## config.mk

```make
export PLATFORM = sky130hd
export DESIGN_NAME = pwm_voltage_loop_overcurrent_restart_core
export DESIGN_NICKNAME = d
export VERILOG_FILES = /design/src/rtl/pvl_pkg.sv /design/src/rtl/pwm_voltage_loop_overcurrent_restart_core.sv /design/src/rtl/pvl_ctrl.sv /design/src/rtl/pvl_mul.sv /design/src/rtl/pvl_div.sv /design/src/rtl/pvl_dp.sv
export SDC_FILE = /design/constraint.sdc
export NUM_CORES = 2
export LEC_CHECK = 0
export BUFFER_PORTS_ARGS = -buffer_cell sky130_fd_sc_hd__buf_2
export CORE_ASPECT_RATIO = 0.7
export CORE_MARGIN = 3
export CORE_UTILIZATION = 30
export CTS_CLUSTER_SIZE = 20
export DETAILED_ROUTE_END_ITERATION = 6
export SLEW_MARGIN = 20
export SYNTH_ARGS = -nofsm -noshare
export SYNTH_HDL_FRONTEND = slang
export SYNTH_SLANG_ARGS = --single-unit
export TNS_END_PERCENT = 30
```

## constraint.sdc

```tcl
create_clock -name clock -period 12.4 [get_ports clock]
set_clock_uncertainty 0.15 [all_clocks]
set_input_delay 2.48 -clock clock [delete_from_list [all_inputs] [get_ports clock]]
set_output_delay 2.48 -clock clock [all_outputs]
set_load 0.02 [all_outputs]
```

## src/rtl/pvl_pkg.sv

```systemverilog
`timescale 1ns / 1ps
package pvl_pkg;
   localparam int PwmPeriodDef   = 2100;
   localparam int RampStepsDef   = 70;
   localparam int RestartDutyDef = 100;

   localparam logic [1:0] CMD_VOLT  = 2'd0;
   localparam logic [1:0] CMD_CURR  = 2'd1;
   localparam logic [1:0] CMD_START = 2'd2;
   localparam logic [1:0] CMD_STOP  = 2'd3;

   localparam logic [2:0] REG_TARGET = 3'd0;
   localparam logic [2:0] REG_LIMIT  = 3'd1;
   localparam logic [2:0] REG_DEADB  = 3'd2;
   localparam logic [2:0] REG_KP     = 3'd3;
   localparam logic [2:0] REG_KI     = 3'd4;
   localparam logic [2:0] REG_KD     = 3'd5;

   typedef struct packed {
      logic [1:0]  cmd;
      logic [11:0] sense_mv;
   } req_type;

   typedef struct packed {
      logic [11:0] duty;
      logic        output_enabled;
      logic        regulating;
      logic        in_fault;
      logic        zero_divide;
   } rsp_type;

   // controller -> datapath
   typedef struct packed {
      logic load;      // latch item, evaluate simple commands
      logic mul_start; // start one serial multiply
      logic [1:0] mul_sel;
      logic acc_add;   // add product to sum
      logic pid_commit;
      logic div_start;
      logic duty_commit;
      logic ramp_start;
   } cmd_type;

   // datapath -> controller
   typedef struct packed {
      logic need_pid;
      logic need_ramp;
      logic mul_done;
      logic div_done;
      logic div_skip;  // numerator not positive, no divide needed
   } sts_type;
endpackage

```

## src/rtl/pwm_voltage_loop_overcurrent_restart_core.sv

```systemverilog
`timescale 1ns / 1ps
// channel | ports                        | dir
// request | req_valid req_stall req_item | in
// response| rsp_valid rsp_stall rsp_item | out
// config  | csr_write csr_index csr_data | in
// One item at a time. Start, stop, current and idle voltage items pass through
// decode and output; a current item that ramps the duty also takes the ramp state.
// A regulated voltage item: four passes of the serial multiplier plus the
// divider; the divide is skipped when the PID output is not positive.
// Reset is synchronous; no clearing pass. The held result stalls new items.
module pwm_voltage_loop_overcurrent_restart_core
   import pvl_pkg::*;
#(
   parameter int PwmPeriod   = PwmPeriodDef,
   parameter int RampSteps   = RampStepsDef,
   parameter int RestartDuty = RestartDutyDef
) (
   input  logic        clock,
   input  logic        reset,
   input  logic        req_valid,
   output logic        req_stall,
   input  req_type     req_item,
   output logic        rsp_valid,
   input  logic        rsp_stall,
   output rsp_type     rsp_item,
   input  logic        csr_write,
   input  logic [2:0]  csr_index,
   input  logic [15:0] csr_data
);
   cmd_type cmd;
   sts_type sts;

   pvl_ctrl u_ctrl (
      .clock, .reset, .req_valid, .req_stall, .rsp_valid, .rsp_stall,
      .sts, .cmd
   );
   pvl_dp #(
      .PwmPeriod(PwmPeriod), .RampSteps(RampSteps), .RestartDuty(RestartDuty)
   ) u_dp (
      .clock, .reset, .csr_write, .csr_index, .csr_data, .req_item, .cmd, .sts,
      .rsp_item
   );
endmodule

```

## src/rtl/pvl_ctrl.sv

```systemverilog
`timescale 1ns / 1ps
module pvl_ctrl
   import pvl_pkg::*;
(
   input  logic    clock,
   input  logic    reset,
   input  logic    req_valid,
   output logic    req_stall,
   output logic    rsp_valid,
   input  logic    rsp_stall,
   input  sts_type sts,
   output cmd_type cmd
);
   localparam logic [2:0] S_IDLE = 3'd0;
   localparam logic [2:0] S_DEC  = 3'd1;
   localparam logic [2:0] S_MUL  = 3'd2;
   localparam logic [2:0] S_DIV  = 3'd3;
   localparam logic [2:0] S_RAMP = 3'd4;
   localparam logic [2:0] S_OUT  = 3'd5;

   logic [2:0] state_ff, state_in;
   logic [1:0] msel_ff, msel_in;
   logic       busy_ff, busy_in;
   logic       rv_ff, rv_in;

   assign req_stall = (state_ff != S_IDLE) || (rv_ff && rsp_stall);
   assign rsp_valid = rv_ff;

   always_comb begin
      state_in = state_ff;
      msel_in  = msel_ff;
      busy_in  = busy_ff;
      rv_in    = rv_ff && rsp_stall;
      cmd      = '0;
      cmd.mul_sel = msel_ff;
      unique case (state_ff)
         S_IDLE: begin
            if (req_valid && !req_stall) begin
               cmd.load = 1'b1;
               state_in = S_DEC;
            end
         end
         S_DEC: begin
            if (sts.need_pid) begin
               msel_in = 2'd0;
               busy_in = 1'b0;
               state_in = S_MUL;
            end else if (sts.need_ramp) begin
               cmd.ramp_start = 1'b1;
               state_in = S_RAMP;
            end else begin
               state_in = S_OUT;
            end
         end
         S_MUL: begin
            if (!busy_ff) begin
               cmd.mul_start = 1'b1;
               busy_in = 1'b1;
            end else if (sts.mul_done) begin
               busy_in = 1'b0;
               if (msel_ff == 2'd2) begin
                  cmd.acc_add = 1'b1;
                  cmd.pid_commit = 1'b1;
                  state_in = S_DIV;
               end else if (msel_ff == 2'd3) begin
                  if (sts.div_skip) begin
                     cmd.duty_commit = 1'b1;
                     state_in = S_OUT;
                  end else begin
                     cmd.div_start = 1'b1;
                     busy_in = 1'b1;
                     state_in = S_DIV;
                  end
               end else begin
                  cmd.acc_add = 1'b1;
                  msel_in = msel_ff + 2'd1;
               end
            end
         end
         S_DIV: begin
            if (!busy_ff) begin
               msel_in = 2'd3;
               state_in = S_MUL;
            end else if (sts.div_done) begin
               cmd.duty_commit = 1'b1;
               busy_in = 1'b0;
               state_in = S_OUT;
            end
         end
         S_RAMP: state_in = S_OUT;
         S_OUT: begin
            if (!rv_ff || !rsp_stall) begin
               rv_in = 1'b1;
               state_in = S_IDLE;
            end
         end
         default: state_in = S_IDLE;
      endcase
   end

   always_ff @(posedge clock) begin
      if (reset) begin
         state_ff <= S_IDLE;
         msel_ff  <= 2'd0;
         busy_ff  <= 1'b0;
         rv_ff    <= 1'b0;
      end else begin
         state_ff <= state_in;
         msel_ff  <= msel_in;
         busy_ff  <= busy_in;
         rv_ff    <= rv_in;
      end
   end
endmodule

```

## src/rtl/pvl_mul.sv

```systemverilog
`timescale 1ns / 1ps
// signed 32 x unsigned 18, shift-add
module pvl_mul (
   input  logic               clock,
   input  logic               reset,
   input  logic               start,
   input  logic signed [31:0] a,
   input  logic        [17:0] b,
   output logic               done,
   output logic signed [49:0] prod
);
   logic [4:0]         cnt_ff, cnt_in;
   logic               run_ff, run_in;
   logic        [17:0] b_ff, b_in;
   logic signed [49:0] a_ff, a_in, p_ff, p_in;

   assign prod = p_ff;
   always_comb begin
      cnt_in = cnt_ff; run_in = run_ff; b_in = b_ff; a_in = a_ff; p_in = p_ff;
      done = 1'b0;
      if (start) begin
         run_in = 1'b1; cnt_in = 5'd0; b_in = b; p_in = '0;
         a_in = 50'(a);
      end else if (run_ff) begin
         if (b_ff[0]) p_in = p_ff + a_ff;
         a_in = a_ff <<< 1;
         b_in = b_ff >> 1;
         cnt_in = cnt_ff + 5'd1;
         if (cnt_ff == 5'd17) begin
            run_in = 1'b0;
         end
      end
      if (!run_ff && cnt_ff == 5'd18) done = 1'b1;
      if (!run_ff && cnt_ff == 5'd18 && !start) cnt_in = 5'd19;
   end
   always_ff @(posedge clock) begin
      if (reset) begin
         run_ff <= 1'b0; cnt_ff <= 5'd19;
      end else begin
         run_ff <= run_in; cnt_ff <= cnt_in;
      end
      b_ff <= b_in; a_ff <= a_in; p_ff <= p_in;
   end
endmodule

```

## src/rtl/pvl_div.sv

```systemverilog
`timescale 1ns / 1ps
// restoring divide, 45-bit by 28-bit, one bit a cycle
module pvl_div (
   input  logic        clock,
   input  logic        reset,
   input  logic        start,
   input  logic [44:0] num,
   input  logic [27:0] den,
   output logic        done,
   output logic [44:0] quo
);
   logic [5:0]  cnt_ff, cnt_in;
   logic        run_ff, run_in;
   logic [44:0] q_ff, q_in;
   logic [28:0] r_ff, r_in;
   logic [28:0] rs;
   logic [27:0] d_ff, d_in;

   assign quo = q_ff;
   always_comb begin
      cnt_in = cnt_ff; run_in = run_ff; q_in = q_ff; r_in = r_ff; d_in = d_ff;
      rs = {r_ff[27:0], q_ff[44]};
      done = 1'b0;
      if (start) begin
         run_in = 1'b1; cnt_in = 6'd0; q_in = num; r_in = '0; d_in = den;
      end else if (run_ff) begin
         q_in = {q_ff[43:0], 1'b0};
         if (rs >= {1'b0, d_ff}) begin
            r_in = rs - {1'b0, d_ff};
            q_in[0] = 1'b1;
         end else begin
            r_in = rs;
         end
         cnt_in = cnt_ff + 6'd1;
         if (cnt_ff == 6'd44) begin
            run_in = 1'b0;
         end
      end else if (cnt_ff == 6'd45) begin
         done = 1'b1;
         cnt_in = 6'd46;
      end
   end
   always_ff @(posedge clock) begin
      if (reset) begin
         run_ff <= 1'b0; cnt_ff <= '0;
      end else begin
         run_ff <= run_in; cnt_ff <= cnt_in;
      end
      q_ff <= q_in; r_ff <= r_in; d_ff <= d_in;
   end
endmodule

```

## src/rtl/pvl_dp.sv

```systemverilog
`timescale 1ns / 1ps
module pvl_dp
   import pvl_pkg::*;
#(
   parameter int PwmPeriod   = PwmPeriodDef,
   parameter int RampSteps   = RampStepsDef,
   parameter int RestartDuty = RestartDutyDef
) (
   input  logic        clock,
   input  logic        reset,
   input  logic        csr_write,
   input  logic [2:0]  csr_index,
   input  logic [15:0] csr_data,
   input  req_type     req_item,
   input  cmd_type     cmd,
   output sts_type     sts,
   output rsp_type     rsp_item
);
   localparam logic [11:0] PERIOD = 12'(PwmPeriod);
   localparam logic [11:0] RDUTY  = 12'(RestartDuty);
   // reciprocals, exact floor over the operand ranges used
   localparam longint unsigned RT_RECIP = ((64'd1 << 29) + 64'd299) / 64'd300;
   localparam logic [40:0] RT_MUL = 41'(64'(PwmPeriod) * RT_RECIP);
   localparam logic [24:0] RS_RECIP =
      25'(((64'd1 << 24) + 64'(RampSteps) - 64'd1) / 64'(RampSteps));

   logic [7:0]  tgt_ff;
   logic [4:0]  lim_ff;
   logic [11:0] db_ff;
   logic [15:0] kp_ff, ki_ff, kd_ff;

   logic [11:0] duty_ff, duty_in;
   logic        pid_on_ff, pid_on_in, fault_ff, fault_in, unl_ff, unl_in;
   logic [11:0] rtgt_ff, rtgt_in, rstep_ff, rstep_in;
   logic        rsu_ff, rsu_in;
   logic signed [31:0] acc_ff, acc_in;
   logic signed [12:0] e1_ff, e1_in, e2_ff, e2_in;
   logic signed [12:0] e_ff, e_in;
   logic signed [51:0] sum_ff, sum_in;
   logic [1:0]  c_ff, c_in;
   logic [11:0] s_ff, s_in;
   logic        zd_ff, zd_in;
   logic        np_ff, np_in, nr_ff, nr_in;

   logic [12:0] tgt_mv;
   logic signed [14:0] err_raw;
   logic signed [12:0] err_c;
   logic [12:0] mag;
   logic [13:0] lim_mv;

   logic signed [31:0] mul_a;
   logic [17:0]        mul_b;
   logic               mul_done, div_done;
   logic signed [49:0] prod;
   logic [44:0]        quo;
   logic signed [44:0] numr;

   logic [40:0] rt_prod;
   logic [36:0] rs_prod;
   logic [11:0] rt;
   logic [11:0] rs;
   logic [12:0] dsum;

   // target*100/6 = target*50/3, constant reciprocal
   assign tgt_mv  = 13'((30'(tgt_ff) * 30'd50 * 30'd43691) >> 17);
   assign err_raw = 15'(signed'({2'd0, tgt_mv})) - 15'(signed'({3'd0, req_item.sense_mv}));
   assign err_c   = (err_raw > 15'sd4095) ? 13'sd4095 :
                    (err_raw < -15'sd4096) ? -13'sd4096 : 13'(err_raw);
   assign mag     = err_c[12] ? 13'(-err_c) : 13'(err_c);
   assign lim_mv  = 14'(lim_ff) * 14'd150;
   // PWM*t/300
   assign rt_prod = 41'(tgt_ff) * RT_MUL;
   assign rt      = 12'(rt_prod >> 29);
   // step from the latched ramp target, taken in the cycle after the trip
   assign rs_prod = 37'(rtgt_ff - RDUTY) * 37'(RS_RECIP);
   assign rs      = (rtgt_ff > RDUTY) ? 12'(rs_prod >> 24) : 12'd0;

   always_comb begin
      mul_a = acc_ff;
      mul_b = {2'b0, duty_ff} + 18'd1;
      unique case (cmd.mul_sel)
         2'd0: begin
            mul_a = 32'(e_ff);
            mul_b = {2'b0, kp_ff} + {2'b0, ki_ff} + {2'b0, kd_ff};
         end
         2'd1: begin
            mul_a = -32'(e1_ff);
            mul_b = {2'b0, kp_ff} + {1'b0, kd_ff, 1'b0};
         end
         2'd2: begin
            mul_a = 32'(e2_ff);
            mul_b = {2'b0, kd_ff};
         end
         default: begin
            mul_a = acc_ff;
            mul_b = {6'd0, duty_ff} + 18'd1;
         end
      endcase
   end

   pvl_mul u_mul (
      .clock, .reset, .start(cmd.mul_start), .a(mul_a), .b(mul_b),
      .done(mul_done), .prod(prod)
   );
   assign numr = 45'(prod);
   pvl_div u_div (
      .clock, .reset, .start(cmd.div_start),
      .num(numr), .den({s_ff, 16'd0}), .done(div_done), .quo(quo)
   );

   assign sts.need_pid  = np_ff;
   assign sts.need_ramp = nr_ff;
   assign sts.mul_done  = mul_done;
   assign sts.div_done  = div_done;
   assign sts.div_skip  = numr[44] || numr == '0;

   always_comb begin
      duty_in = duty_ff; pid_on_in = pid_on_ff; fault_in = fault_ff; unl_in = unl_ff;
      rtgt_in = rtgt_ff; rstep_in = rstep_ff; acc_in = acc_ff; e1_in = e1_ff;
      e2_in = e2_ff; e_in = e_ff; sum_in = sum_ff; c_in = c_ff; s_in = s_ff;
      zd_in = zd_ff; np_in = 1'b0; nr_in = 1'b0; rsu_in = 1'b0;
      dsum = 13'(duty_ff) + 13'(rstep_ff);
      if (rsu_ff) rstep_in = (rs == 12'd0) ? 12'd1 : rs;
      if (cmd.load) begin
         c_in = req_item.cmd; s_in = req_item.sense_mv; e_in = err_c;
         zd_in = 1'b0; sum_in = 52'(acc_ff);
         unique case (req_item.cmd)
            CMD_VOLT: begin
               if (pid_on_ff && (mag > {1'b0, db_ff})) begin
                  if (req_item.sense_mv == 12'd0) zd_in = 1'b1;
                  else np_in = 1'b1;
               end
            end
            CMD_CURR: begin
               if ({2'b0, req_item.sense_mv} > lim_mv && !fault_ff) begin
                  unl_in = 1'b0; pid_on_in = 1'b0; fault_in = 1'b1;
                  rtgt_in = rt; duty_in = RDUTY;
                  rsu_in = 1'b1;
               end else if (fault_ff && {2'b0, req_item.sense_mv} <= lim_mv) begin
                  nr_in = 1'b1;
               end
            end
            CMD_START: pid_on_in = 1'b1;
            CMD_STOP: begin
               pid_on_in = 1'b0; duty_in = RDUTY;
            end
            default: ;
         endcase
      end
      if (cmd.ramp_start) begin
         unl_in = 1'b1;
         if (duty_ff <= rtgt_ff) begin
            duty_in = (dsum > 13'(PERIOD)) ? PERIOD : 12'(dsum);
         end else begin
            fault_in = 1'b0; pid_on_in = 1'b1;
         end
      end
      if (cmd.acc_add) sum_in = sum_ff + 52'(prod);
      if (cmd.pid_commit) begin
         if (sum_in > 52'sh7FFFFFFF) acc_in = 32'sh7FFFFFFF;
         else if (sum_in < -52'sh80000000) acc_in = -32'sh80000000;
         else acc_in = 32'(sum_in);
         e2_in = e1_ff; e1_in = e_ff;
      end
      if (cmd.duty_commit) begin
         if (numr[44] || numr == '0) duty_in = 12'd0;
         else if (quo > 45'(PERIOD)) duty_in = PERIOD;
         else duty_in = 12'(quo);
      end
   end

   always_ff @(posedge clock) begin
      if (reset) begin
         tgt_ff <= 8'd30; lim_ff <= 5'd20; db_ff <= 12'd10;
         kp_ff <= 16'd7864; ki_ff <= 16'd4588; kd_ff <= 16'd3932;
         duty_ff <= RDUTY; pid_on_ff <= 1'b0; fault_ff <= 1'b0; unl_ff <= 1'b1;
         rtgt_ff <= '0; rstep_ff <= '0; acc_ff <= '0; e1_ff <= '0; e2_ff <= '0;
         np_ff <= 1'b0; nr_ff <= 1'b0; zd_ff <= 1'b0; rsu_ff <= 1'b0;
      end else begin
         if (csr_write) begin
            unique case (csr_index)
               REG_TARGET: tgt_ff <= csr_data[7:0];
               REG_LIMIT:  lim_ff <= csr_data[4:0];
               REG_DEADB:  db_ff  <= csr_data[11:0];
               REG_KP:     kp_ff  <= csr_data;
               REG_KI:     ki_ff  <= csr_data;
               REG_KD:     kd_ff  <= csr_data;
               default: ;
            endcase
         end
         duty_ff <= duty_in; pid_on_ff <= pid_on_in; fault_ff <= fault_in;
         unl_ff <= unl_in; rtgt_ff <= rtgt_in; rstep_ff <= rstep_in;
         acc_ff <= acc_in; e1_ff <= e1_in; e2_ff <= e2_in;
         np_ff <= np_in; nr_ff <= nr_in; zd_ff <= zd_in; rsu_ff <= rsu_in;
      end
      e_ff <= e_in; sum_ff <= sum_in; c_ff <= c_in; s_ff <= s_in;
   end

   always_ff @(posedge clock) begin
      if (reset) begin
         rsp_item <= '0;
      end else if (cmd.load || cmd.ramp_start || cmd.duty_commit || np_ff || nr_ff ||
                   c_ff == CMD_VOLT || c_ff != CMD_VOLT) begin
         rsp_item.duty           <= duty_in;
         rsp_item.output_enabled <= unl_in;
         rsp_item.regulating     <= pid_on_in;
         rsp_item.in_fault       <= fault_in;
         rsp_item.zero_divide    <= zd_in;
      end
   end
endmodule

```

==> results.json <==
{
  "cp.arrival_ns": 12.36,
  "hold_end": "u_dp.u_div.d_ff[27]$_DFFE_PP_",
  "use_met2_pct": 23.5,
  "cp.required_ns": 12.77,
  "num_rows": 111,
  "final-max-slew-violation-count": 0,
  "ioPinCount": 56,
  "ant_nets": 0,
  "synthCells": 4698,
  "r2r_cells": 55,
  "drt_wl_total_um": 119000,
  "cts_root_buf": "clkbuf_16",
  "crit_top_cell": "inv_1",
  "initialDrtViolationCount": 3043,
  "postSynthNetCount": 5339,
  "synth-edff-count": 150,
  "netlist_area_mm2": 0.0402,
  "die_y_um": 312,
  "use_met1_pct": 26.3,
  "dr.pass1.iters": 7,
  "layout_commonest_cell": "nand2_1",
  "grt_pass1_wl_um": 186000,
  "r2r_slack_ns": 0.42,
  "vias": 34300,
  "hold_depth": 0,
  "finalCritPeriodShare_pct": 96.6,
  "critPathSlowestCell": "fa_1",
  "r2r_end": "u_dp.rsp_item[0]$_SDFFE_PP0P_",
  "grt_max_degree": 69,
  "ctsLongestPathBuffers": 3,
  "port-buffer-count": 55,
  "synth_seq_cells": 489,
  "crit_path_start_kind": "flip-flop",
  "max_stage_delay_ns": 0.56,
  "finalCriticalPeriod_ns": 11.98,
  "run_status": "finished with violations",
  "die_x_um": 443,
  "gr-total-overflow": 0,
  "setup_violations": 0,
  "seq_area_frac_synth_pct": 28.1,
  "worstReg2RegStart": "u_dp.tgt_ff[3]$_SDFFE_PP1P_",
  "min_from": "u_dp.s_ff[11]$_DFFE_PP_",
  "clk_pin_slew_ns": 0.06,
  "ys_types": 109,
  "drc": 3,
  "cts_hold_buf": 0,
  "fin_setup_tns_ns": 0,
  "timing_worst_setup_path_type": "flip-flop to flip-flop",
  "worstPathMaxFanout": 6,
  "dieArea_mm2": 0.138,
  "avgSynthCellArea_um2": 8.55,
  "num-nets-final": 5340,
  "mostFrequentLayoutCells": "nand2_1 (548), ha_1 (469), inv_1 (416)",
  "clock.fmax_ghz": 0.0834,
  "grt_pass1_vias": 31900,
  "yosysWarnings": 0,
  "clock_sinks": 489,
  "hold_class": "flip-flop to flip-flop",
  "cts_tree": "yes",
  "place.gp.congestion": 0.908,
  "area_growth_pct": 11.0,
  "worst_pin_slew_ns": 1.09,
  "post_drt_wl_per_cell_um": 18.3,
  "hold_viol": 0,
  "initial_core_util_pct": 30.5,
  "grt_use_met3_pct": 2.64,
  "hpwl_um": 91000,
  "track_usage_pct": 16.7,
  "coreArea_mm2": 0.132,
  "end_kind": "flip-flop",
  "grt_antenna_before_repair": 4,
  "slew-limit-headroom_pct": 27.4,
  "layout-drive-gt1-share_pct": 8.05,
  "synth-main-ff-cell": "dfxtp_1",
  "insertion_delay_ns": 0.67,
  "async_flop_share_pct": 0,
  "cts_max_level": 2,
  "vias_per_cell": 5.27,
  "busiest_layer": "met1",
  "numCtsBuffers": 55,
  "drv_cap": 0,
  "failed_checks": "design-rule violations"
}
-- how the worst max path moves through the flow --
stage               slack (ns)  cells past startpoint                       endpoint                         from
floorplan                 0.19                     60  u_dp.rsp_item[0]$_SDFFE_PP0P_  u_dp.tgt_ff[2]$_SDFFE_PP1P_
global placement          0.06                     58  u_dp.rsp_item[0]$_SDFFE_PP0P_  u_dp.tgt_ff[2]$_SDFFE_PP1P_
detailed placement       -0.25                     58  u_dp.rsp_item[0]$_SDFFE_PP0P_  u_dp.tgt_ff[2]$_SDFFE_PP1P_
CTS                       0.02                     58  u_dp.rsp_item[0]$_SDFFE_PP0P_  u_dp.tgt_ff[2]$_SDFFE_PP1P_
global route             -0.15                     57  u_dp.rsp_item[0]$_SDFFE_PP0P_  u_dp.tgt_ff[3]$_SDFFE_PP1P_
finish                    0.42                     55  u_dp.rsp_item[0]$_SDFFE_PP0P_  u_dp.tgt_ff[3]$_SDFFE_PP1P_
-- cell usage after synthesis (all sizes together), types with 43 or more instances --
cell type,n,area [um^2]
buf,49,243
clkbuf,141,529
a31oi,59,390
xor2,76,666
fa,130,2600
o21ai,181,906
inv,422,1580
nor3,80,415
o21a,51,383
nand4,45,297
nor4,43,275
nor2b,46,288
edfxtp,150,4500
mux2,50,567
dfxtp,339,6790
xnor2,169,1480
nand3,139,701
a21o,128,961
nand2,549,2060
nor2,311,1180
mux2i,69,691
a211oi,66,510
o211ai,45,348
ha,473,5920
a21oi,412,2070
-- per-stage QoR --
step	worst slack (ns)	area [um^2]	instances	utilization [%]	hold WS [ns]
after floorplan	0.191	40200	4698	-	0.250
after global placement	0.0619	42400	6379	32.1	0.251
after detailed placement	-0.249	42400	6379	32.1	0.256
after CTS	0.0242	44300	6482	33.6	0.271
after global routing	-0.146	44600	6496	33.8	0.272
final	0.417	44600	6497	33.8	0.267
-- final cells by class --
type	instances	area (um^2)
well taps	1751	2190
inverters	423	1590
clock buffers	82	1590
clock inverters	21	284
fillers	13700	87400
flip-flops and latches	489	11300
diodes	1	2.50
repair buffers	134	871
multi-input cells	3596	26800
-- repair_timing --
action	in CTS	in global routing
gates resized for setup	9	42
setup endpoints to repair	3	3
setup buffers	0	14
pin swaps	1	27
-- cell families (layout without fill, tap and decap cells) --
| family | count (synthesis) | after routing | synth area share (%) |
|---|---|---|---|
| mux | 119 | 119 | 3.13 |
| fa+ha+maj | 603 | 603 | 21.2 |
| other cells | 0 | 1 | 0 |
| xor+xnor | 245 | 245 | 5.34 |
| simple gates | 1433 | 1433 | 16.8 |
| compound gates | 1196 | 1196 | 19.5 |
| buf+inv | 613 | 660 | 5.87 |
| flops | 489 | 489 | 28.1 |
-- worst max-delay path, delay by kind of cell, from the launching register on --
family	cells	cell delay, ns
AOI/OAI and AO/OA	17	2.88
DFF	1	0.33
buffers and inverters	9	0.78
xor gates and xnor gates	2	0.48
muxes	1	0.31
and+or+nand+nor	13	2.09
adders and majority gates	13	4.81
-- state kept, by name, summed over array words and instances, names as in the netlist, 6 cells and up --
signal             flops
u_dp.sum_ff           52
u_dp.u_mul.a_ff       50
u_dp.u_mul.prod       50
u_dp.u_div.quo        45
u_dp.acc_ff           32
u_dp.u_div.r_ff       28
u_dp.u_mul.b_ff       18
u_dp.kd_ff            16
u_dp.ki_ff            16
u_dp.kp_ff            16
u_dp.rsp_item         16
u_dp.e1_ff            13
u_dp.e2_ff            13
u_dp.e_ff             13
u_dp.db_ff            12
u_dp.duty_ff          12
u_dp.rstep_ff         12
u_dp.s_ff             12
u_dp.u_div.d_ff       12
u_dp.rtgt_ff          11
u_dp.tgt_ff            8
u_dp.u_div.cnt_ff      6
-- routing by layer --
metal	routed length [um]	vias up
met5	13	-
met2	47000	1014
met3	8460	112
met1	61800	16400
li1	-	16800
met4	1860	2
Power is not shown: default switching activity piles up to over one toggle a cycle in this logic, so the estimate is an artifact.
